`src/hw/rtl/slps_pkg.sv`:
```
// Types and constants shared by the status LED pattern sequencer.
`default_nettype none

package slps_pkg;

    typedef enum logic [2:0] {
        DISP_BOOT      = 3'd0,
        DISP_AP        = 3'd1,
        DISP_IDLE      = 3'd2,
        DISP_SCANNING  = 3'd3,
        DISP_CONNECTED = 3'd4,
        DISP_RECORDING = 3'd5,
        DISP_ERROR     = 3'd6
    } t_disp;

    localparam logic [2:0] SEL_MAX = 3'd6;

    localparam logic [31:0] BOOT_PERIOD = 32'd30;
    localparam logic [6:0]  BOOT_STEP   = 7'd5;
    localparam logic [6:0]  BOOT_PEAK   = 7'd60;
    localparam logic [6:0]  BOOT_FLOOR  = 7'd0;

    localparam logic [31:0] AP_PERIOD = 32'd30;
    localparam logic [6:0]  AP_STEP   = 7'd3;
    localparam logic [6:0]  AP_PEAK   = 7'd50;
    localparam logic [6:0]  AP_FLOOR  = 7'd0;

    localparam logic [31:0] REC_PERIOD = 32'd25;
    localparam logic [6:0]  REC_STEP   = 7'd2;
    localparam logic [6:0]  REC_PEAK   = 7'd50;
    localparam logic [6:0]  REC_FLOOR  = 7'd4;

    localparam logic [31:0] SCAN_PERIOD = 32'd250;
    localparam logic [31:0] ERR_PERIOD  = 32'd100;

    localparam logic [7:0] IDLE_BLUE      = 8'd8;
    localparam logic [7:0] SCAN_BLUE      = 8'd40;
    localparam logic [7:0] CONNECTED_GRN  = 8'd30;
    localparam logic [7:0] ERR_RED        = 8'd50;

    typedef struct packed {
        t_disp       disp;
        logic [31:0] last_ms;
        logic [6:0]  level;
        logic        falling;
        logic        blink_lit;
    } t_anim;

    typedef struct packed {
        logic [7:0] blue;
        logic [7:0] green;
        logic [7:0] red;
    } t_rgb;

endpackage

`default_nettype wire

```
`src/hw/rtl/status_led_pattern_sequencer_top.sv`:
```
// Status LED pattern sequencer top level: input register, step logic, result register.
// A tick passes from the input register through the step logic into the result register, which presents its colour.
// Throughput: one item per cycle while the master side takes each colour, set by the combinational step logic.
// Stalls: hold the input while a colour waits on the master side and the receiver holds off.
// Ticks that produce no colour and state selects leave the output untouched.
// Reset (synchronous, active low) empties both registers and returns to boot with level zero.
`default_nettype none

module status_led_pattern_sequencer_top (
    input  wire         i_clk,
    input  wire         i_rst_n,
    input  wire         i_s_axis_tvalid,
    output logic        o_s_axis_tready,
    input  wire  [39:0] i_s_axis_tdata,  // now_ms [31:0], new_state [34:32], zero pad
    input  wire         i_s_axis_tuser,  // mode
    output logic        o_m_axis_tvalid,
    input  wire         i_m_axis_tready,
    output logic [23:0] o_m_axis_tdata   // red [7:0], green [15:8], blue [23:16]
);

    logic               r_in_valid;
    logic               r_in_mode;
    logic [31:0]        r_in_now;
    logic [2:0]         r_in_sel;
    logic               r_out_valid;
    slps_pkg::t_rgb     r_out_rgb;
    slps_pkg::t_anim    r_state;
    slps_pkg::t_anim    n_state;
    slps_pkg::t_rgb     n_rgb;
    logic               n_emit;
    logic               advance;

    slps_step u_step (
        .i_state     (r_state),
        .i_mode      (r_in_mode),
        .i_now_ms    (r_in_now),
        .i_new_state (r_in_sel),
        .o_state     (n_state),
        .o_emit      (n_emit),
        .o_rgb       (n_rgb)
    );

    assign advance         = r_in_valid && (!r_out_valid || i_m_axis_tready);
    assign o_s_axis_tready = !r_in_valid || advance;
    assign o_m_axis_tvalid = r_out_valid;
    assign o_m_axis_tdata  = r_out_rgb;

    always_ff @(posedge i_clk) begin
        if (!i_rst_n) begin
            r_in_valid <= 1'b0;
        end else if (o_s_axis_tready) begin
            r_in_valid <= i_s_axis_tvalid;
        end
        if (o_s_axis_tready && i_s_axis_tvalid) begin
            r_in_mode <= i_s_axis_tuser;
            r_in_now  <= i_s_axis_tdata[31:0];
            r_in_sel  <= i_s_axis_tdata[34:32];
        end
    end

    always_ff @(posedge i_clk) begin
        if (!i_rst_n) begin
            r_state     <= '0;
            r_out_valid <= 1'b0;
        end else begin
            if (advance) begin
                r_state <= n_state;
            end
            if (advance && n_emit) begin
                r_out_valid <= 1'b1;
            end else if (i_m_axis_tready) begin
                r_out_valid <= 1'b0;
            end
        end
        if (advance && n_emit) begin
            r_out_rgb <= n_rgb;
        end
    end

endmodule

`default_nettype wire

```
`src/hw/rtl/slps_step.sv`:
```
// Per-item next animation state and colour for the status LED sequencer.
`default_nettype none

module slps_step (
    input  wire slps_pkg::t_anim i_state,
    input  wire                  i_mode,
    input  wire [31:0]           i_now_ms,
    input  wire [2:0]            i_new_state,
    output slps_pkg::t_anim      o_state,
    output logic                 o_emit,
    output slps_pkg::t_rgb       o_rgb
);

    logic [31:0] elapsed;
    logic [31:0] period;
    logic [6:0]  step;
    logic [6:0]  peak;
    logic [6:0]  floor_v;
    logic        passed;
    logic [7:0]  up_sum;
    logic [6:0]  moved;
    logic [6:0]  br_level;
    logic        br_falling;

    assign elapsed = i_now_ms - i_state.last_ms;
    assign passed  = (elapsed > period);

    always_comb begin
        period  = slps_pkg::BOOT_PERIOD;
        step    = slps_pkg::BOOT_STEP;
        peak    = slps_pkg::BOOT_PEAK;
        floor_v = slps_pkg::BOOT_FLOOR;
        case (i_state.disp)
            slps_pkg::DISP_AP: begin
                period  = slps_pkg::AP_PERIOD;
                step    = slps_pkg::AP_STEP;
                peak    = slps_pkg::AP_PEAK;
                floor_v = slps_pkg::AP_FLOOR;
            end
            slps_pkg::DISP_RECORDING: begin
                period  = slps_pkg::REC_PERIOD;
                step    = slps_pkg::REC_STEP;
                peak    = slps_pkg::REC_PEAK;
                floor_v = slps_pkg::REC_FLOOR;
            end
            slps_pkg::DISP_SCANNING: period = slps_pkg::SCAN_PERIOD;
            slps_pkg::DISP_ERROR:    period = slps_pkg::ERR_PERIOD;
            default: ;
        endcase
    end

    // Breathing: move one step, turn at the peak, clamp at the floor
    always_comb begin
        up_sum = {1'b0, i_state.level} + {1'b0, step};
        if (i_state.falling) begin
            moved = (i_state.level >= step) ? (i_state.level - step) : 7'd0;
        end else begin
            moved = up_sum[6:0];
        end
        br_falling = i_state.falling;
        br_level   = moved;
        if (i_state.falling ? (moved >= peak) : (up_sum >= {1'b0, peak})) begin
            br_falling = 1'b1;
        end
        if (i_state.falling ? (moved <= floor_v) : (up_sum <= {1'b0, floor_v})) begin
            br_falling = 1'b0;
            br_level   = floor_v;
        end
    end

    always_comb begin
        o_state = i_state;
        o_emit  = 1'b0;
        o_rgb   = '0;
        if (i_mode) begin
            if (i_new_state <= slps_pkg::SEL_MAX) begin
                o_state.disp    = slps_pkg::t_disp'(i_new_state);
                o_state.last_ms = '0;
                o_state.level   = '0;
                o_state.falling = 1'b0;
            end
        end else begin
            case (i_state.disp)
                slps_pkg::DISP_BOOT, slps_pkg::DISP_AP, slps_pkg::DISP_RECORDING: begin
                    if (passed) begin
                        o_state.last_ms = i_now_ms;
                        o_state.level   = br_level;
                        o_state.falling = br_falling;
                        o_emit          = 1'b1;
                        o_rgb.red       = {1'b0, br_level};
                        if (i_state.disp == slps_pkg::DISP_BOOT) begin
                            o_rgb.green = {1'b0, br_level};
                            o_rgb.blue  = {1'b0, br_level};
                        end else if (i_state.disp == slps_pkg::DISP_AP) begin
                            o_rgb.green = {2'b00, br_level[6:1]};
                        end
                    end
                end
                slps_pkg::DISP_SCANNING, slps_pkg::DISP_ERROR: begin
                    if (passed) begin
                        o_state.last_ms   = i_now_ms;
                        o_state.blink_lit = !i_state.blink_lit;
                        o_emit            = 1'b1;
                        if (!i_state.blink_lit) begin
                            if (i_state.disp == slps_pkg::DISP_SCANNING) begin
                                o_rgb.blue = slps_pkg::SCAN_BLUE;
                            end else begin
                                o_rgb.red = slps_pkg::ERR_RED;
                            end
                        end
                    end
                end
                slps_pkg::DISP_IDLE: begin
                    o_emit     = 1'b1;
                    o_rgb.blue = slps_pkg::IDLE_BLUE;
                end
                slps_pkg::DISP_CONNECTED: begin
                    o_emit      = 1'b1;
                    o_rgb.green = slps_pkg::CONNECTED_GRN;
                end
                default: ;
            endcase
        end
    end

endmodule

`default_nettype wire

```
`config.mk`:
```
export PLATFORM = sky130hd
export DESIGN_NAME = status_led_pattern_sequencer_top
export DESIGN_NICKNAME = d
export VERILOG_FILES = /design/src/hw/rtl/slps_pkg.sv /design/src/hw/rtl/status_led_pattern_sequencer_top.sv /design/src/hw/rtl/slps_step.sv
export SDC_FILE = /design/constraint.sdc
export NUM_CORES = 1
export LEC_CHECK = 0
export ABC_AREA = 1
export CAP_MARGIN = 40
export CORE_ASPECT_RATIO = 1.5
export CORE_MARGIN = 10
export CORE_UTILIZATION = 65
export CTS_CLUSTER_SIZE = 28
export DETAILED_ROUTE_END_ITERATION = 12
export DONT_BUFFER_PORTS = 1
export GPL_ROUTABILITY_DRIVEN = 0
export PLACE_DENSITY = 0.81
export SLEW_MARGIN = 20
export SYNTH_ARGS = -nofsm -noshare
export SYNTH_HDL_FRONTEND = slang
export SYNTH_SLANG_ARGS = --single-unit
```
`constraint.sdc`:
```
create_clock -name i_clk -period 8.1 [get_ports i_clk]
set_input_delay 0.81 -clock i_clk [delete_from_list [all_inputs] [get_ports i_clk]]
set_output_delay 0.81 -clock i_clk [all_outputs]
set_load 0.01 [all_outputs]
```
==> results by group, run 1 <==
Run status
  – Status: complete, no violations

Routing
  – Post-DRT Antenna Nets: 0
  – Vias/cell: 5.442
  – DRT Wirelength: 18830 microns
  – Via count: 7309
  – DRT Pass-1 Iters: 6
  – Initial DRC Count: 371
  – WL per Instance: 14.02 microns
  – DRC viols: 0

GRT
  – GR Layer Usage met1: 22.15%
  – Pin count of the biggest net entering global routing: 47
  – GRT overflow: 0
  – Initial antenna violation count: 0
  – GRT busiest layer: met2
  – Met3 Use GR: 4.035%
  – First-pass GRT wire length: 31220 microns
  – Number of global-route vias before repair: 7129
  – Met2 usage: 42.19%
  – All-layer global routing usage: 22.75%

Setup path
  – Crit path max fanout: 28
  – WP data arrival: 4.60 ns
  – Most frequent CP cell: nand2_1
  – Buffers & Inverters on Critical Path: 4
  – Worst path max stage delay: 0.42 ns
  – CP max-delay cell: fa_1
  – Setup crit start kind: flip-flop
  – CP Capture Type: flip-flop
  – Worst EP required: 8.36 ns
  – Critical path type: reg -> reg
  – Critical path's top delay family: simple AND/OR/NAND/NOR gates

Floorplan
  – Die H: 154.3 microns
  – # IOs: 71
  – Initial Util: 65.67%
  – FP Rows: 49
  – Die ar.: 0.01689 sq mm
  – Total core area: 0.01189 sq mm
  – Die X: 109.5 microns

Timing
  – Final min period: 4.339 ns
  – Slew headroom: 44.26%
  – Final Max Slew Viols: 0
  – TNS Setup: 0 ns
  – Final worst slack: 3.761 ns
  – Max frequency: 230.5 MHz
  – Worst hold slack: 0.4790 ns
  – Final setup viols: 0
  – Crit share post-route: 53.56%
  – Slew @ Worst Pin: 0.8361 ns
  – RSZ-0062 raised after global routing: false
  – Fin. Hold Viols: 0
  – Worst Skew: 0.01084 ns

Pwr
  – Clock Power Share: 29.3%
  – Internal: 965.1 uW
  – Maximum VDD drop: 0.1530 mV
  – Switching portion of total power: 36.25%
  – LEAKAGE: 0.004208 uW
  – PwrDens: 184.1 mW/mm^2
  – Sequential Power Share: 40.1%
  – Switching pwr: 548.7 uW
  – Comb pwr share: 30.5%

Synthesis
  – Largest family of logic cells by synthesized area: simple AND/OR/NAND/NOR gates
  – Synth unique cells: 46
  – Post-synthesis compound-gate area fraction: 5.286%
  – Synth Instances: 1189
  – Post-Synth Adder-Cell Area: 8.169%
  – Syn avg cell area: 6.570 sq um
  – Simple-gate portion of the synthesized area: 39.12%
  – #FFs+latches synth: 103
  – EDFF count, synth: 57
  – Warnings, synthesis: 0
  – Proportion of synthesized area in mux cells: 0%
  – Seq/Total Area, Yosys: 33.70%
  – Most used flip-flop cell after synthesis: edfxtp_1
  – Synthesized cell area: 0.007811 sq mm
  – Post-Synth XOR/XNOR Area: 1.906%
  – Asr flop ratio synth: 0%

Final layout
  – Most common cell after layout, fill and taps aside: nand2_1
  – Final #Nets: 1279
  – Layout Area Growth over Synthesis: 5.270%
  – Most frequent cells in the layout: 406 x nand2_1, 204 x inv_1, 120 x nor2_1
  – Share of layout cells above drive strength 1: 5.462%
  – Diode count: 0
  – Layout fillers: 1060
  – Utilization after layout: 69.14%

Placement
  – Post-DP HPWL: 14860 microns
  – Dpl ws: 3.713 ns
  – Port Buffers: 0

CTS
  – TritonCTS clock tree: yes
  – Hold_buf cts: 0
  – Clk_lat worst skew: 0.36 ns
  – Worst-path clk slew: 0.08 ns
  – CTS Buf Count: 9
  – Setup Buffers After CTS: 0
  – Post-CTS sizing: 0
  – H-tree levels: 3
  – CTS root buffer: clkbuf_16
  – Clock Sinks: 103
  – Longest Clk Path Bufs: 2

Worst hold path
  – Worst Hold Class: reg -> reg

Job
  – Max-cap check violation count: 0
kinds of logic (layout without fill, tap and decap cells):
group,count (synthesis),in the layout
simple gates,712,712
buf+inv,231,230
flops,103,103
compound gates,75,75
fa+ha+maj,50,50
xor+xnor,17,17
other cells,1,3
registers in the layout, indices dropped and copies added, names as in the netlist:
name / flops
o_m_axis_tdata: 21
o_m_axis_tvalid: 1
r_state: 44
r_in_sel: 3
r_in_valid: 1
r_in_mode: 1
r_in_now: 32
final timing paths:
| check | start | endpoint | slack, ns | cells after the start |
|---|---|---|---|---|
| hold / removal | r_state[15]$_SDFFE_PN0P_ | r_state[15]$_SDFFE_PN0P_ | 0.48 | 2 |
| hold reg to reg | r_state[15]$_SDFFE_PN0P_ | r_state[15]$_SDFFE_PN0P_ | 0.48 | 2 |
| setup / recovery | r_in_now[0]$_DFFE_PP_ | r_state[9]$_SDFFE_PN0P_ | 3.76 | 25 |
| setup reg to reg | r_in_now[0]$_DFFE_PP_ | r_state[9]$_SDFFE_PN0P_ | 3.76 | 25 |
layout make-up:
type,instances,area [sq um],area share [%]
repair buffers,3,26.28,0.3195
multi-input cells,857,4267,51.89
inverters,211,794.5,9.662
clock buffers,9,225.2,2.739
clock inverters,7,86.33,1.050
well taps,153,191.4,2.328
flip-flops and latches,103,2633,32.01
stage by stage:
step | total power, uW | cell area [sq um] | instances
global placement | 1061 | 7900 | 1326
floorplan | 977.1 | 7819 | 1191
finish | 1514 | 8223 | 1343
global route | 1612 | 8223 | 1343
CTS | 1515 | 8223 | 1343
detailed placement | 1073 | 7911 | 1327
cell usage after synthesis (3+ instances only):
| cell type | instances | share of area [%] |
|---|---|---|
| nand3_1 | 103 | 6.6 |
| xnor2_1 | 5 | 0.56 |
| nor3_1 | 13 | 0.83 |
| inv_1 | 204 | 9.8 |
| nand2_1 | 406 | 20 |
| nand4_1 | 23 | 1.8 |
| ha_1 | 47 | 7.5 |
| buf_4 | 5 | 0.48 |
| nand2_2 | 3 | 0.24 |
| dfxtp_1 | 46 | 12 |
| clkbuf_1 | 7 | 0.34 |
| inv_2 | 5 | 0.24 |
| nor2_2 | 24 | 1.9 |
| buf_1 | 3 | 0.14 |
| edfxtp_1 | 57 | 22 |
| nor2_4 | 3 | 0.43 |
| nor2_1 | 120 | 5.8 |
| a21oi_1 | 50 | 3.2 |
| o21ai_0 | 10 | 0.64 |
| nand3b_1 | 7 | 0.67 |
| xor2_1 | 12 | 1.3 |
| buf_6 | 4 | 0.58 |
power groups by stage:
| stage | registers (uW) | clock network [uW] | logic [uW] |
|---|---|---|---|
| 6_report | 607 | 444 | 462 |
| 3_3_place_gp | 618 | 0 | 443 |
| 3_5_place_dp | 620 | 0 | 453 |
| 2_1_floorplan | 614 | 0 | 364 |
| 5_1_grt | 612 | 473 | 527 |
| 4_1_cts | 608 | 450 | 457 |
tightest hold or removal path, stage by stage, from the launching register on:
cell	delay [ns]
dfxtp_1	0.33
nor2_1	0.05
nor2_1	0.07
layer usage:
layer	wire length, microns	part of all wire [%]	vias up
met2	10070	53	247
li1	-	-	3727
met3	712	3.8	89
met4	1109	5.9	0
met1	6941	37	3246
met5	0	0	-
No activity file was read; power rests on OpenSTA's default activity.
==> inputs of run 2 (changes only) <==
--- a/config.mk
+++ b/config.mk
@@ -5,16 +5,16 @@
 export SDC_FILE = /design/constraint.sdc
 export NUM_CORES = 1
 export LEC_CHECK = 0
-export ABC_AREA = 1
+export ABC_AREA = 0
 export CAP_MARGIN = 40
 export CORE_ASPECT_RATIO = 1.5
 export CORE_MARGIN = 10
-export CORE_UTILIZATION = 65
+export CORE_UTILIZATION = 59
 export CTS_CLUSTER_SIZE = 28
 export DETAILED_ROUTE_END_ITERATION = 12
 export DONT_BUFFER_PORTS = 1
 export GPL_ROUTABILITY_DRIVEN = 0
-export PLACE_DENSITY = 0.81
+export PLACE_DENSITY = 0.78
 export SLEW_MARGIN = 20
 export SYNTH_ARGS = -nofsm -noshare
 export SYNTH_HDL_FRONTEND = slang
==> constraint.sdc (replaced) <==
create_clock -name i_clk -period 3.8 [get_ports i_clk]
set_input_delay 0.38 -clock i_clk [delete_from_list [all_inputs] [get_ports i_clk]]
set_output_delay 0.38 -clock i_clk [all_outputs]
set_load 0.01 [all_outputs]
==> run 2 against run 1 <==
The flow now finishes with violations (setup timing); first-iteration DRC count grew 42%; register-to-register slack worse by 4.3 ns; via count shrank 7.9%; sequential share of layout area fell by 1.2 points; final cell count down 24%; clock skew rose by 0.0058 ns; critical path type unchanged; critical endpoint is now o_m_axis_tdata[11]$_SDFFCE_PP0P_.
==> results by group, run 2 <==
Final layout
  – Share of layout cells above drive strength 1: 22.07% (+17 points)
  – Most flops, register: r_state
  – Layout Cells excl Fill: 1020 (-24%)
  – Most frequent cells in the layout: 103 x buf_4, 72 x nand2_1, 59 x nor2_1
  – Diode count: 0 (unchanged)
  – Most common cell after layout, fill and taps aside: buf_4
  – Final #Nets: 959 (-25%)
  – Largest register FFs: 44 (unchanged)
  – Layout Area Growth over Synthesis: 23.74%
  – Final Cell Area: 0.008542 sq mm (+3.9%)

Setup path
  – Critical path's top delay family: simple AND/OR/NAND/NOR gates
  – Reg2Reg Setup Slack: -0.51 ns (-4.27 ns)
  – Buffers & Inverters on Critical Path: 2 (-2)
  – CP max-delay cell: or4_4
  – CP Capture Type: flip-flop
  – Worst reg2reg path startpoint: r_in_now[3]$_DFFE_PP_
  – R2r endpoint: o_m_axis_tdata[11]$_SDFFCE_PP0P_
  – Critical path type: reg -> reg
  – Most frequent CP cell: nand4_1
  – Crit path max fanout: 10 (-64%)
  – Setup crit start kind: flip-flop
  – Worst r2r path cells: 17 (-32%)
  – Worst EP required: 3.89 ns (-4.47 ns)
  – WP data arrival: 4.40 ns (-0.20 ns)
  – Critical path depth: 17 (-32%)
  – Worst-path cell chain: ha_1 -> o211ai_1 -> a21oi_2 -> o21ai_2 -> xnor2_1 -> ha_1 -> nand4_1 -> buf_4 -> nor4_2 -> a2111oi_2 -> nand4_1 -> nor3_2 -> nand4_1 -> or4_4 -> buf_6 -> o211ai_1 -> o221ai_1
  – Worst path max stage delay: 0.64 ns (+0.22 ns)

GRT
  – Pin count of the biggest net entering global routing: 37 (-21%)
  – Number of global-route vias before repair: 6834 (-4.1%)
  – Initial antenna violation count: 0 (unchanged)
  – All-layer global routing usage: 23.69% (+0.94 points)
  – First-pass GRT wire length: 32340 microns (+3.6%)
  – GRT overflow: 0 (unchanged)

Floorplan
  – Die X: 108.3 microns (-1.1%)
  – Initial Util: 60.18% (-5.5 points)
  – Die ar.: 0.01652 sq mm (-2.2%)
  – # IOs: 71 (unchanged)
  – FP Rows: 48 (-2.0%)
  – Die H: 152.5 microns (-1.2%)
  – Total core area: 0.01147 sq mm (-3.6%)

Timing
  – Slew @ Worst Pin: 0.9064 ns (+0.07030 ns)
  – Max frequency: 232.1 MHz (+0.70%)
  – Final worst slack: -0.5083 ns (-4.270 ns)
  – Worst Skew: 0.01668 ns (+0.005840 ns)
  – Slew headroom: 39.01% (-5.2 points)
  – Final setup viols: 84 (+84)
  – Worst hold slack: 0.09751 ns (-0.3815 ns)
  – RSZ-0062 raised after global routing: true
  – TNS Setup: -32.28 ns (-32.28 ns)
  – Crit share post-route: 113.4% (+60 points)
  – Fin. Hold Viols: 0 (unchanged)
  – Final Max Slew Viols: 0 (unchanged)
  – Final min period: 4.308 ns (-0.03023 ns)

Synthesis
  – Syn avg cell area: 8.884 sq um (+35%)
  – Asr flop ratio synth: 0% (unchanged)
  – Warnings, synthesis: 0 (unchanged)
  – Top-area cell type share of the netlist area: 24.80% (+2.9 points)
  – Synth Instances: 777 (-35%)
  – Most used flip-flop cell after synthesis: edfxtp_1
  – Synth area leaders: edfxtp_1 25%, dfxtp_1 13%, ha_1 8.5%
  – #FFs+latches synth: 103 (unchanged)
  – Count leader, synth: nand2_1
  – Post-synth top area cell: edfxtp_1
  – Synth unique cells: 72 (+57%)
  – Seq/Total Area, Yosys: 38.14% (+4.4 points)
  – EDFF count, synth: 57 (unchanged)
  – Synthesized cell area: 0.006903 sq mm (-12%)
  – Post-synth top cells: 74 x nand2_1, 60 x nor2_1, 58 x a21oi_1, 57 x edfxtp_1, 57 x inv_1

CTS
  – CTS root buffer: clkbuf_16
  – CTS Buf Count: 9 (unchanged)
  – Clk_lat worst skew: 0.37 ns (about the same)
  – Longest Clk Path Bufs: 2 (unchanged)
  – Hold_buf cts: 0 (unchanged)
  – Clock Sinks: 103 (unchanged)
  – H-tree levels: 3 (unchanged)
  – Worst-path clk slew: 0.09 ns (about the same)
  – TritonCTS clock tree: yes

Routing
  – Initial DRC Count: 526 (+42%)
  – Post-DRT Antenna Nets: 0 (unchanged)
  – DRC viols: 0 (unchanged)
  – WL per Instance: 19.82 microns (+41%)
  – DRT Wirelength: 20210 microns (+7.3%)
  – Via count: 6733 (-7.9%)
  – Vias/cell: 6.601 (+21%)
  – DRT Pass-1 Iters: 5 (-1)

Placement
  – Dpl cells: 984 (-26%)
  – Port Buffers: 0 (unchanged)
  – Placed Area: 0.007742 sq mm (-2.1%)
  – Post-DP HPWL: 13830 microns (-7.0%)

Worst hold path
  – Hold Path Origin: i_s_axis_tdata[31]
  – Hold path cells: 0 (-2)
  – Hold EP: r_in_now[31]$_DFFE_PP_
  – Worst Hold Class: in -> reg

Pwr
  – LEAKAGE: 0.003307 uW (-21%)
  – PwrDens: 342.5 mW/mm^2 (+86%)
  – Maximum VDD drop: 0.2610 mV (+71%)

Run status
  – Status: finished with violations
  – Failing checks: setup timing

Job
  – Max-cap check violation count: 0 (unchanged)
run 2: changes by cell type after synthesis, moves of 22 or more:
| cell | delta |
|---|---|
| a22o_1 | +33 |
| clkbuf_1 | +22 |
| inv_1 | -147 |
| nand2_1 | -332 |
| nand3_1 | -86 |
| nor2_1 | -60 |
| nor2_2 | -23 |
| o21ai_0 | +29 |
run 2: layer usage:
metal,share of wire [%],wire length (microns),GRT usage (%)
met1,36,7217,24.62
met2,53,10640,43.19
met3,5.8,1175,3.726
met4,5.8,1180,13.11
met5,0,0,0
run 2: worst register-to-register path: cells and delay by family, from the launching register on:
kind | cells | cell delay [ns]
simple gates | 6 | 1.33
buf+inv | 2 | 0.33
compound gates | 6 | 1.06
flops | 1 | 0.41
fa+ha+maj | 2 | 0.65
xor+xnor | 1 | 0.27
run 2: cell families after synthesis:
logic type,after synthesis,synth area share [%]
compound gates,238,23.78
xor+xnor,24,3.317
fa+ha+maj,50,9.244
buf+inv,102,6.145
flops,103,38.14
mux,13,1.921
other cells,1,0.05433
simple gates,246,17.40
run 2: worst max-delay path by stage:
stage / from / end / slack (ns)
2_1_floorplan: r_in_now[0]$_DFFE_PP_ / o_m_axis_tdata[0]$_SDFFCE_PP0P_ / -0.08
3_3_place_gp: r_in_now[0]$_DFFE_PP_ / o_m_axis_tdata[21]$_SDFFCE_PP0P_ / -0.25
3_5_place_dp: r_in_now[4]$_DFFE_PP_ / o_m_axis_tdata[8]$_SDFFCE_PP0P_ / -0.61
4_1_cts: r_in_now[0]$_DFFE_PP_ / o_m_axis_tdata[8]$_SDFFCE_PP0P_ / -0.59
5_1_grt: r_in_now[7]$_DFFE_PP_ / r_state[24]$_SDFFE_PN0P_ / -0.58
6_report: r_in_now[3]$_DFFE_PP_ / o_m_axis_tdata[11]$_SDFFCE_PP0P_ / -0.51
run 2: timing repair:
item                       CTS  global route
gates cloned                 3             0
pin swaps                   23            16
gates resized for setup     49            26
setup endpoints to repair   84            84
buffers inserted            14             5
run 2: layout make-up:
cell class                 count  area [sq um]
clock buffer                   9         225.2
inverter                      59         221.5
sequential                   103          2634
multi-input combinational    574          4203
fill                         778          2929
tap                          150         187.7
clock inverter                 7         73.82
timing repair buffer         118         997.2
run 2: through the flow:
| stage | util (%) | power (uW) | setup WS [ns] |
|---|---|---|---|
| after floorplan | - | 1705 | -0.07896 |
| after global placement | 67.40 | 1896 | -0.2525 |
| after detailed placement | 67.50 | 1923 | -0.6113 |
| after CTS | 73.30 | 2880 | -0.5865 |
| after global routing | 74.47 | 3041 | -0.5845 |
| final | 74.47 | 2925 | -0.5083 |
run 2: power breakdown:
part	switching, uW	internal [uW]	total (uW)
combinational	424	308	732
sequential	32.9	1230	1260
clock	469	465	934
==> inputs of run 3 (changes only) <==
--- a/config.mk
+++ b/config.mk
@@ -18,4 +18,5 @@
 export SLEW_MARGIN = 20
 export SYNTH_ARGS = -nofsm -noshare
 export SYNTH_HDL_FRONTEND = slang
+export SYNTH_HIERARCHICAL = 1
 export SYNTH_SLANG_ARGS = --single-unit
==> run 3 against run 2 <==
Utilization is 6.5 points lower; register-to-register slack better by 0.07 ns; count of clock-buffer cells in the layout stayed put; the flow still finishes with violations (setup timing); flip-flop and latch count is 3 higher; fmax is 1.6% higher; critical path type unchanged; global-route usage is 1.8 points lower; clock power is 4.3% higher.
==> results by group, run 3 <==
Timing
  – Max frequency: 235.9 MHz (+1.6%)
  – Final worst slack: -0.4395 ns (+0.06885 ns)
  – Crit share post-route: 111.6% (-1.8 points)
  – Final setup viols: 87 (+3.6%)
  – Worst Skew: 0.01885 ns (+0.002172 ns)
  – Slew headroom: 49.05% (+10 points)
  – Worst hold slack: 0.1065 ns (+0.008998 ns)
  – Slew @ Worst Pin: 0.7626 ns (-0.1438 ns)
  – Final Max Slew Viols: 0 (unchanged)
  – Final min period: 4.239 ns (-0.06885 ns)
  – RSZ-0062 raised after global routing: true
  – Fin. Hold Viols: 0 (unchanged)

Routing
  – Vias/cell: 6.348 (-3.8%)
  – DRT Wirelength: 22090 microns (+9.3%)
  – WL per Instance: 18.53 microns (-6.5%)
  – DRT Pass-1 Iters: 5 (unchanged)
  – Post-DRT Antenna Nets: 0 (unchanged)
  – Via count: 7567 (+12%)
  – Initial DRC Count: 616 (+17%)
  – DRC viols: 0 (unchanged)

Pwr
  – Maximum VDD drop: 0.2399 mV (-8.1%)
  – PwrDens: 327.5 mW/mm^2 (-4.4%)
  – Comb pwr share: 27.1% (+2.1 points)
  – Overall power: 3117 uW (+6.5%)
  – Switching pwr: 1026 uW (+11%)
  – Switching portion of total power: 32.92% (+1.3 points)
  – Sequential Power Share: 41.6% (-1.5 points)
  – Internal: 2091 uW (+4.5%)
  – LEAKAGE: 0.003641 uW (+10%)
  – Clock Power Share: 31.2% (-0.7 points)

Placement
  – Placed Area: 0.008996 sq mm (+16%)
  – Dpl ws: -0.3682 ns (+0.2431 ns)
  – Post-DP HPWL: 16280 microns (+18%)
  – Port Buffers: 0 (unchanged)
  – Dpl cells: 1164 (+18%)

Floorplan
  – Die X: 117.5 microns (+8.5%)
  – Total core area: 0.01399 sq mm (+22%)
  – Initial Util: 60.10% (-0.077 points)
  – FP Rows: 53 (+10%)
  – Die ar.: 0.01953 sq mm (+18%)
  – # IOs: 71 (unchanged)
  – Die H: 166.2 microns (+9.0%)

Setup path
  – Critical path's top delay family: compound AO/OA/AOI/OAI gates
  – Worst path max stage delay: 0.40 ns (-0.24 ns)
  – Worst EP required: 4.08 ns (+0.19 ns)
  – CP Capture Type: flip-flop
  – Crit path max fanout: 11 (+1)
  – Critical path type: reg -> reg
  – Buffers & Inverters on Critical Path: 2 (unchanged)
  – Worst-path cell chain: ha_1 -> nor2b_4 -> o2111ai_4 -> nand2_2 -> a21o_1 -> a21oi_2 -> xnor2_2 -> ha_1 -> buf_6 -> a21oi_2 -> o21ai_1 -> o21ai_1 -> nand3_1 -> nor4_2 -> nand4b_1 -> nor4_4 -> a31oi_4 -> o21ai_4 -> buf_12 -> a22o_1 -> nand2_1 -> mux2i_1
  – WP data arrival: 4.52 ns (+0.12 ns)
  – CP max-delay cell: edfxtp_1
  – Setup crit start kind: flip-flop

Synthesis
  – Warnings, synthesis: 6 (+6)
  – Count leader, synth: nand2_1
  – Post-synth top cells: 144 x nand2_1, 71 x mux2i_1, 60 x edfxtp_1, 56 x a21oi_1, 56 x inv_1
  – #FFs+latches synth: 106 (+2.9%)
  – Top-area cell type share of the netlist area: 21.43% (-3.4 points)
  – Seq/Total Area, Yosys: 32.38% (-5.8 points)
  – Synth unique cells: 91 (+26%)
  – Most used flip-flop cell after synthesis: edfxtp_1
  – Asr flop ratio synth: 0% (unchanged)
  – Post-synth top area cell: edfxtp_1
  – Synthesized cell area: 0.008409 sq mm (+22%)
  – Synth area leaders: edfxtp_1 21%, dfxtp_1 11%, mux2i_1 8.5%
  – Synth Instances: 958 (+23%)
  – Syn avg cell area: 8.778 sq um (-1.2%)
  – EDFF count, synth: 60 (+5.3%)

CTS
  – H-tree levels: 3 (unchanged)
  – Hold_buf cts: 0 (unchanged)
  – CTS Buf Count: 9 (unchanged)
  – Clk_lat worst skew: 0.36 ns (about the same)
  – Worst-path clk slew: 0.09 ns (about the same)
  – Longest Clk Path Bufs: 2 (unchanged)
  – TritonCTS clock tree: yes
  – CTS root buffer: clkbuf_16
  – Clock Sinks: 106 (+2.9%)

Run status
  – Failing checks: setup timing
  – Status: finished with violations

GRT
  – GRT overflow: 0 (unchanged)
  – Initial antenna violation count: 0 (unchanged)
  – All-layer global routing usage: 21.93% (-1.8 points)
  – Number of global-route vias before repair: 7419 (+8.6%)
  – Pin count of the biggest net entering global routing: 91 (+150%)
  – First-pass GRT wire length: 35890 microns (+11%)

Final layout
  – Layout fillers: 1072 (+38%)
  – Layout Area Growth over Synthesis: 13.15%
  – Largest register FFs: 44 (unchanged)
  – Layout Cells excl Fill: 1192 (+17%)
  – Most common cell after layout, fill and taps aside: nand2_1
  – Share of layout cells above drive strength 1: 17.20% (-4.9 points)
  – Final Cell Area: 0.009515 sq mm (+11%)
  – Most frequent cells in the layout: 141 x nand2_1, 70 x mux2i_1, 68 x buf_4
  – Diode count: 0 (unchanged)
  – Most flops, register: r_state
  – Final #Nets: 1091 (+14%)

Job
  – Max-cap check violation count: 0 (unchanged)

Worst hold path
  – Worst Hold Class: in -> reg
[run 3: changes by cell type in the layout (fill, tap and decap cells not counted), moves of 6 or more]
cell	before	now
nand2_1	72	141
o22ai_1	3	17
nor4_1	13	5
buf_4	103	68
a22o_1	33	21
nor2_1	59	47
a21oi_2	2	8
mux2i_1	11	70
nor3_1	10	30
[run 3: cells by family after synthesis]
logic type	after synthesis	synth area share, %
AO/OA/AOI/OAI	250	21.92
other	1	0.04459
flip-flops	106	32.38
buffers and inverters	115	6.561
AND/OR/NAND/NOR	341	20.43
XOR/XNOR	21	2.187
adder cells (fa/ha/maj)	51	7.767
multiplexers	73	8.719
[run 3: cell type report]
| type | count | area, sq um | share of cell area, % |
|---|---|---|---|
| Tap cell | 192 | 240.2 | 2.525 |
| Inverter | 56 | 210.2 | 2.209 |
| Timing Repair Buffer | 83 | 715.7 | 7.521 |
| Multi-Input combinational cell | 739 | 5314 | 55.84 |
| Sequential cell | 106 | 2724 | 28.63 |
| Clock inverter | 7 | 86.33 | 0.9073 |
| Clock buffer | 9 | 225.2 | 2.367 |
[run 3: power groups by stage]
stage	logic (uW)	registers, uW	clock network (uW)
CTS	821	1300	991
global placement	766	1320	0
detailed placement	786	1320	0
floorplan	599	1320	0
finish	846	1300	974
global route	916	1300	1030
[run 3: final timing paths]
| kind | slack (ns) | depth (start not counted) | from | end |
|---|---|---|---|---|
| worst max register to register | -0.44 | 22 | r_in_now[1]$_DFFE_PP_ | r_state[13]$_SDFFE_PN0P_ |
| worst min register to register | 0.48 | 2 | r_state[23]$_SDFFE_PN0P_ | r_state[23]$_SDFFE_PN0P_ |
| worst min-delay path | 0.11 | 0 | i_s_axis_tdata[34] | r_in_sel[2]$_DFFE_PP_ |
| worst max-delay path | -0.44 | 22 | r_in_now[1]$_DFFE_PP_ | r_state[13]$_SDFFE_PN0P_ |
[run 3: per-stage QoR]
| step | utilization (%) | TNS, ns |
|---|---|---|
| finish | 68.01 | -30.03 |
| global route | 68.01 | -48.99 |
| CTS | 67.84 | -18.52 |
| detailed placement | 64.29 | -17.51 |
| global placement | 64.12 | -8.954 |
| floorplan | - | -2.699 |
[run 3: repair_timing]
action,CTS,global route
endpoints found under the hold margin,0,0
pin swaps,5,11
endpoints found under the setup margin,87,87
gates cloned,2,0
setup buffers,9,4
resized for setup,20,14
[run 3: metal layers]
| metal | routed length, microns | global-route usage, % |
|---|---|---|
| met4 | 1357 | 14.99 |
| met3 | 938 | 3.539 |
| met1 | 7927 | 21.54 |
| met5 | 0 | 0 |
| met2 | 11870 | 40.87 |
